## config.mk

```make
export PLATFORM = sky130hd
export DESIGN_NAME = iis_scan
export DESIGN_NICKNAME = d
export VERILOG_FILES = /design/src/rtl/iis_pkg.sv /design/src/rtl/iis_scan.sv
export SDC_FILE = /design/constraint.sdc
export NUM_CORES = 1
export LEC_CHECK = 0
export BUFFER_PORTS_ARGS = -buffer_cell sky130_fd_sc_hd__buf_2
export CAP_MARGIN = 10
export CORE_UTILIZATION = 28
export CTS_BUF_LIST = sky130_fd_sc_hd__clkbuf_8
export DETAILED_ROUTE_END_ITERATION = 8
export HOLD_SLACK_MARGIN = 0.12
export PLACE_DENSITY = 0.42
export SLEW_MARGIN = 0
export SYNTH_ARGS = -nofsm -noshare
export SYNTH_HDL_FRONTEND = slang
export SYNTH_SLANG_ARGS = --single-unit
```

## constraint.sdc

```tcl
create_clock -name clk -period 8.91 [get_ports clk]
set_input_delay 0.891 -clock clk [delete_from_list [all_inputs] [get_ports clk]]
set_output_delay 0.891 -clock clk [all_outputs]
set_load 0.02 [all_outputs]
```

## src/rtl/iis_pkg.sv

```systemverilog
// iis_pkg: shared types and constants for the integral image block
// register indexes, default parameter values and the per-pixel flag struct
// no dependencies
package iis_pkg;

  localparam int DefMaxWidth = 4096;
  localparam int DefSumBits  = 32;

  localparam int CfgIdxBits  = 2;
  localparam int CfgDataBits = 16;

  localparam logic [CfgIdxBits-1:0] REG_ROW_WIDTH    = 2'd0;
  localparam logic [CfgIdxBits-1:0] REG_FRAME_HEIGHT = 2'd1;
  localparam logic [CfgIdxBits-1:0] REG_WIDE_SUMS    = 2'd2;

  localparam logic [12:0] RowWidthReset    = 13'd640;
  localparam logic [15:0] FrameHeightReset = 16'd480;
  localparam logic        WideSumsReset    = 1'b1;

  typedef struct packed {
    logic row_first;
    logic row_end;
    logic frame_end;
  } iis_flags_t;

endpackage

```

## src/rtl/iis_scan.sv

```systemverilog
// iis_scan: configuration registers, column and row counters, running row sum
// gives the column, new row sum and flags of the pixel being transferred
// depends on iis_pkg
module iis_scan #(
  parameter int MAX_WIDTH = iis_pkg::DefMaxWidth,
  parameter int SUM_BITS  = iis_pkg::DefSumBits
) (
  input  logic                               clk,
  input  logic                               rst,
  input  logic                               cfg_valid,
  input  logic [iis_pkg::CfgIdxBits-1:0]     cfg_index,
  input  logic [iis_pkg::CfgDataBits-1:0]    cfg_data,
  input  logic                               advance,
  input  logic [7:0]                         pixel,
  output logic [$clog2(MAX_WIDTH)-1:0]       col,
  output logic [SUM_BITS-1:0]                rsum_new,
  output iis_pkg::iis_flags_t                flags,
  output logic                               wide
);
  import iis_pkg::*;

  localparam int CW = $clog2(MAX_WIDTH);
  localparam int WW = CW + 1;

  logic [12:0]         row_width;
  logic [15:0]         frame_height;
  logic [CW-1:0]       column_count;
  logic [15:0]         row_count;
  logic [SUM_BITS-1:0] running_row_sum;

  logic [WW-1:0] w_eff;
  logic [16:0]   h_eff;
  logic          last_col;
  logic          last_row;

  always_ff @(posedge clk) begin
    if (rst) begin
      row_width    <= RowWidthReset;
      frame_height <= FrameHeightReset;
      wide         <= WideSumsReset;
    end else if (cfg_valid) begin
      case (cfg_index)
        REG_ROW_WIDTH:    row_width    <= cfg_data[12:0];
        REG_FRAME_HEIGHT: frame_height <= cfg_data;
        REG_WIDE_SUMS:    wide         <= cfg_data[0];
        default: ;
      endcase
    end
  end

  always_comb begin
    // zero width acts as one, oversize width saturates
    if (row_width == 13'd0) begin
      w_eff = WW'(1);
    end else if (32'(row_width) > 32'(MAX_WIDTH)) begin
      w_eff = WW'(MAX_WIDTH);
    end else begin
      w_eff = WW'(row_width);
    end
    h_eff    = (frame_height == 16'd0) ? 17'd1 : {1'b0, frame_height};
    last_col = ({1'b0, column_count} + WW'(1)) >= w_eff;
    last_row = ({1'b0, row_count} + 17'd1) >= h_eff;
  end

  assign col             = column_count;
  assign rsum_new        = running_row_sum + SUM_BITS'(pixel);
  assign flags.row_first = (row_count == 16'd0);
  assign flags.row_end   = last_col;
  assign flags.frame_end = last_col && last_row;

  always_ff @(posedge clk) begin
    if (rst) begin
      column_count    <= '0;
      row_count       <= '0;
      running_row_sum <= '0;
    end else if (advance) begin
      if (last_col) begin
        column_count    <= '0;
        running_row_sum <= '0;
        row_count       <= last_row ? 16'd0 : row_count + 16'd1;
      end else begin
        column_count    <= column_count + CW'(1);
        running_row_sum <= rsum_new;
      end
    end
  end

endmodule

```

==> results of run 1 <==
## state kept, by name, summed over array words and instances, names as in the netlist
name and flops:
running_row_sum 32, frame_height 16, row_count 16, row_width 13, col 12, wide 1
## cell usage after synthesis (10+ instances only)
cell	count
nand2_1	130
dfxtp_1	90
ha_1	40
nand3_1	38
a21oi_1	36
inv_1	35
xnor2_1	29
nor2_1	23
and3_1	19
clkbuf_1	19
o21ai_0	17
o221ai_1	16
nand4_1	15
buf_2	14
nor2b_1	10
## stage by stage
stage | instances | util [%] | setup slack (ns) | power (mW)
after floorplan | 726 | - | 5.08 | 0.539
after global placement | 1033 | 31.3 | 4.85 | 0.584
after detailed placement | 1033 | 31.3 | 4.82 | 0.586
after CTS | 1049 | 32.5 | 4.37 | 0.923
after global routing | 1049 | 32.5 | 4.20 | 0.954
final | 1049 | 32.5 | 4.40 | 0.907
## critical path, stage by stage, from the launching register on
cell and delay (ns):
dfxtp_1 0.46, and3_1 0.21, and3_1 0.23, and3_1 0.28, xnor2_1 0.20, ha_1 0.31, and3_4 0.16, a221o_1 0.39
o211a_4 0.28, nor3_4 0.15, buf_4 0.27, inv_2 0.10, buf_2 0.17
## cell families (layout without fill, tap and decap cells)
| family | Yosys count | count (layout) |
|---|---|---|
| simple gates | 309 | 309 |
| buf+inv | 83 | 136 |
| mux | 1 | 1 |
| flops | 90 | 90 |
| compound gates | 164 | 164 |
| xor+xnor | 38 | 38 |
| fa+ha+maj | 41 | 41 |
## final cells by class
cell class	count	share of cell area, %
flip-flops and latches	90	27.2
well taps	270	5.11
repair buffers	83	6.51
inverters	37	2.10
clock buffers	11	2.29
multi-input cells	553	55.6
clock inverters	5	1.17
## final timing paths
path / startpoint / endpoint / slack [ns] / cells past startpoint
setup / recovery: col[2] / flags[1] / 4.40 / 12
hold / removal: frame_height[0] / frame_height[0] / 0.47 / 2
setup reg to reg: row_count[0] / row_count[8] / 4.98 / 12
hold reg to reg: frame_height[0] / frame_height[0] / 0.47 / 2
## routing by layer
layer / up-vias / global-route usage (%) / wire [um]
met5: - / 0 / 0
met4: 0 / 4.17 / 156
met3: 12 / 3.11 / 731
met2: 122 / 26.2 / 7770
met1: 2570 / 20.9 / 8140
li1: 2732 / - / -
## power groups by stage
stage	registers [mW]	logic [mW]	clock network, mW
after floorplan	0.430	0.109	0
after global placement	0.433	0.151	0
after detailed placement	0.433	0.153	0
after CTS	0.424	0.153	0.346
after global routing	0.426	0.168	0.360
final	0.424	0.152	0.332
==> flow_summary.yaml, run 1 <==
grt:
  grt_max_degree: 57
  grt_overflow: 0
  grt_pass1_wl_um: 27300
  antenna_found_initial: 0
  grt_pass1_vias: 5267
  track_usage_pct: 15.8
cts:
  clock_latency_ns: 0.38
  cts_made_buffers: 9
  ctsResizeCount: 0
  cts.sinks: 90
  htreeDepth: 3
  path_clk_slew_ns: 0.10
  cts_tree: "done"
  postCtsSetupBuffers: 0
  hold_buffers: 0
  clockBufferDepth: 2
  cts-root-buf: "clkbuf_8"
floorplan:
  core_um2: 20400
  start_util_pct: 28.8
  die_x_um: 147
  pin_count: 78
  dieArea_um2: 21500
  rows: 52
  fp.dieH_um: 147
pwr:
  power.leakage_nw: 2.70
  power.density_nw_per_um2: 137
  p_comb_share_pct: 16.7
  pwr-share-clk_pct: 36.6
  p_int_mw: 0.640
  switching_share_pct: 29.5
  vdd_ir_drop_max_mv: 0.0755
  p_seq_share_pct: 46.7
  switchingPower_mw: 0.268
final_layout:
  drive_above_1_share_pct: 16.9
  layout_commonest_cell: "nand2_1"
  layout_common_cells: "nand2_1 (130), dfxtp_1 (90), buf_2 (77), ha_1 (40), nand3_1 (38)"
  multi_input_area_um2: 3670
  n_fill_cell: 2220
  area_growth_pct: 12.7
  regArea_um2: 1800
  final_area_um2: 6610
  diodes: 0
  nets: 845
sta:
  finalHoldWorstSlack_ns: 0.466
  report.final.slew_viol_count: 0
  tightest_slew_ns: 0.936
  fin_tns_setup_ns: 0
  finalHoldViolations: 0
  period_minus_slack_ns: 4.51
  final-setup-viol-count: 0
  fmax_ghz: 0.222
  slew_headroom_pct: 37.6
  fin_crit_sh_pct: 50.7
  clock_skew_ns: 0.0115
  rsz0062_at_grt: "false"
outcome:
  status: "finished clean"
yosys:
  synth-edff-count: 0
  synth_area_um2: 5870
  syn_area_per_cell_um2: 8.08
  ys_types: 80
  synthAdderAreaFrac_pct: 8.87
  synth_ff_type: "dfxtp_1"
  synth-simple-area-share_pct: 27.3
  synth_top_family_by_area: "simple AND/OR/NAND/NOR gates"
  synth_compound_area_share_pct: 20.6
  ys_seq_area_share_pct: 30.7
  yosys_warnings: 0
  synth_nets: 797
  yosysTopAreaCellShare_pct: 30.7
  syn_inst: 726
  synthXorXnorAreaFrac_pct: 5.67
  ys_seq_elements: 90
  synth_area_leader_cell: "dfxtp_1"
  muxShareOfSynthArea_pct: 0.171
  synthTopCellsByArea: "dfxtp_1 (31%), ha_1 (8.5%), nand2_1 (8.3%)"
  async_flop_share_pct: 0
worst_setup_path:
  required_ns: 8.02
  cp-start-kind: "flip-flop"
  critPathCaptureType: "output port"
  arrival_ns: 3.62
  critPathKind: "reg2out"
  worst-path-max-fanout: 15
placement:
  dp_hpwl_um: 12500
  place.gp.congestion: 0.783
  portBuffers: 77
  dpl_cell_area_um2: 6380
detailed_routing:
  ant_nets: 0
  firstDrtPassIters: 4
  vias: 5436
  avgViaCountPerCell: 5.18
  drc: 0
  drt_iter0_drc: 193
  wire_per_inst_um: 16.0
  routed_wirelength_um: 16800
hold_path:
  hold_class: "reg2reg"
flow_run:
  drv_cap: 0
No activity file was read; power rests on OpenSTA's default activity.
==> inputs of run 2 (changes only) <==
==> constraint.sdc (replaced) <==
create_clock -name clk -period 4.54 [get_ports clk]
set_input_delay 0.454 -clock clk [delete_from_list [all_inputs] [get_ports clk]]
set_output_delay 0.454 -clock clk [all_outputs]
set_load 0.02 [all_outputs]
==> run 2 against run 1 <==
Total power grew 93%; first-iteration DRC count rose by 50%; design area down 0.19%; critical path type unchanged; critical endpoint is now flags[0]; largest power group unchanged; highest routed layer unchanged.
==> flow_summary.yaml, run 2 (synthesis results as in run 1) <==
outcome:
  status: "finished clean"
sta:
  rsz0062_at_grt: "false"
  tightest_slew_ns: 0.905
  fin_tns_setup_ns: 0
  fmax_ghz: 0.249
  slew_headroom_pct: 39.5
  finalHoldViolations: 0
  clock_skew_ns: 0.0108
  report.final.slew_viol_count: 0
  period_minus_slack_ns: 4.02
  fin_crit_sh_pct: 88.5
  final-setup-viol-count: 0
placement:
  place.gp.congestion: 0.824
  dpl_cell_area_um2: 6380
  dp_hpwl_um: 12500
  portBuffers: 77
final_layout:
  diodes: 0
  n_fill_cell: 2217
  largest_reg_flops: 32
  area_growth_pct: 12.4
  regArea_um2: 1800
  drive_above_1_share_pct: 17.2
  top_regs: "running_row_sum x32, frame_height x16, row_count x16"
  nets: 845
  final_area_um2: 6600
  regMostFlops: "running_row_sum"
  layout_common_cells: "nand2_1 (130), dfxtp_1 (90), buf_2 (77), ha_1 (40), nand3_1 (38)"
  multi_input_area_um2: 3680
  layout_commonest_cell: "nand2_1"
worst_setup_path:
  timing.rr.end: "row_count[2]"
  worst-path-max-fanout: 10
  r2r_cells: 12
  worst_path_most_repeated_cell: "ha_1"
  crit_chain: "ha_1 -> and3_1 -> nand3_1 -> or2_2 -> xnor2_1 -> ha_1 -> a211oi_1 -> nor2_1 -> nor3_1 -> a221o_1 -> a21oi_1 -> buf_2"
  cp_slowest_stage_delay_ns: 0.44
  required_ns: 4.09
  crit_start: "row_count[0]"
  cp-start-kind: "flip-flop"
  critPathKind: "reg2out"
  critPathCaptureType: "output port"
  arrival_ns: 3.56
  reg2reg_slack_ns: 0.62
  cp-endpoint: "flags[0]"
  critPathSlowestCell: "dfxtp_1"
  rr_startpoint: "row_count[0]"
grt:
  grt_pass1_wl_um: 27900
  grt_max_degree: 30
  track_usage_pct: 16.2
  grt_overflow: 0
  grt_pass1_vias: 5335
  antenna_found_initial: 0
flow_run:
  drv_cap: 0
detailed_routing:
  drt_iter0_drc: 290
  wire_per_inst_um: 16.0
  firstDrtPassIters: 5
  ant_nets: 0
  avgViaCountPerCell: 5.16
  routed_wirelength_um: 16800
  drc: 0
  vias: 5414
pwr:
  power.density_nw_per_um2: 265
  p_comb_share_pct: 17.0
  switchingPower_mw: 0.543
  p_int_mw: 1.20
  pwr-share-clk_pct: 35.5
  power.total_mw: 1.75
  vdd_ir_drop_max_mv: 0.143
  power.leakage_nw: 2.69
  p_seq_share_pct: 47.6
  switching_share_pct: 31.1
cts:
  ctsResizeCount: 0
  cts_tree: "done"
  hold_buffers: 0
  cts_made_buffers: 9
  clockBufferDepth: 2
  clock_latency_ns: 0.39
  path_clk_slew_ns: 0.09
  cts-root-buf: "clkbuf_8"
  htreeDepth: 3
  postCtsSetupBuffers: 0
  cts.sinks: 90
floorplan:
  start_util_pct: 28.8
  core_um2: 20400
  die_x_um: 147
  dieArea_um2: 21500
  rows: 52
  fp.dieH_um: 147
  pin_count: 78
hold_path:
  hold_class: "in2reg"
[run 2: cell types whose count changed in the layout (fill, tap and decap cells not counted)]
cell        change
nor3b_2         +1
inv_1           -1
inv_6           +2
clkinv_4        -1
nor3b_1         -1
clkinvlp_4      +1
bufinv_16       -1
[run 2: power by group through the flow]
stage	Clock, mW	Combinational, mW	Sequential, mW
4_1_cts	0.647	0.300	0.832
6_report	0.620	0.296	0.832
2_1_floorplan	0	0.214	0.843
3_3_place_gp	0	0.297	0.850
3_5_place_dp	0	0.298	0.850
5_1_grt	0.674	0.330	0.835
[run 2: worst min path at each step]
stage,start,end,slack [ns],cells after the start
finish,cfg_data[13],frame_height[13],0.31,3
detailed placement,frame_height[0],frame_height[0],0.46,2
global route,cfg_data[1],frame_height[1],0.30,3
CTS,cfg_data[13],frame_height[13],0.28,3
global placement,running_row_sum[31],running_row_sum[31],0.46,2
floorplan,frame_height[0],frame_height[0],0.43,2
[run 2: per-layer routing]
layer  up-vias  track usage, %  part of all wire [%]
met5         -               0                     0
met4         0            4.53                   1.2
met3        13            2.92                   4.9
met2       124            26.3                    45
met1      2552            21.7                    48
li1       2725               -                     -
[run 2: final cells by class]
class	instances	share of cell area, %
Multi-Input combinational cell	553	55.8
Sequential cell	90	27.3
Clock inverter	5	0.910
Timing Repair Buffer	83	6.52
Inverter	37	2.10
Tap cell	270	5.12
Clock buffer	11	2.29
[run 2: stage by stage]
stage | cells | hold slack (ns) | utilization, % | setup WS, ns
2_1_floorplan | 726 | 0.434 | - | 1.15
3_3_place_gp | 1033 | 0.455 | 31.3 | 0.735
3_5_place_dp | 1033 | 0.462 | 31.3 | 0.666
4_1_cts | 1049 | 0.280 | 32.4 | 0.493
5_1_grt | 1049 | 0.298 | 32.4 | 0.259
6_report | 1049 | 0.306 | 32.4 | 0.522
[run 2: worst max-delay path, delay by kind of cell, from the launching register on]
kind	cells	cell delay, ns
flops	1	0.44
fa+ha+maj	2	0.51
simple gates	5	1.09
buf+inv	1	0.18
xor+xnor	1	0.22
compound gates	3	0.74
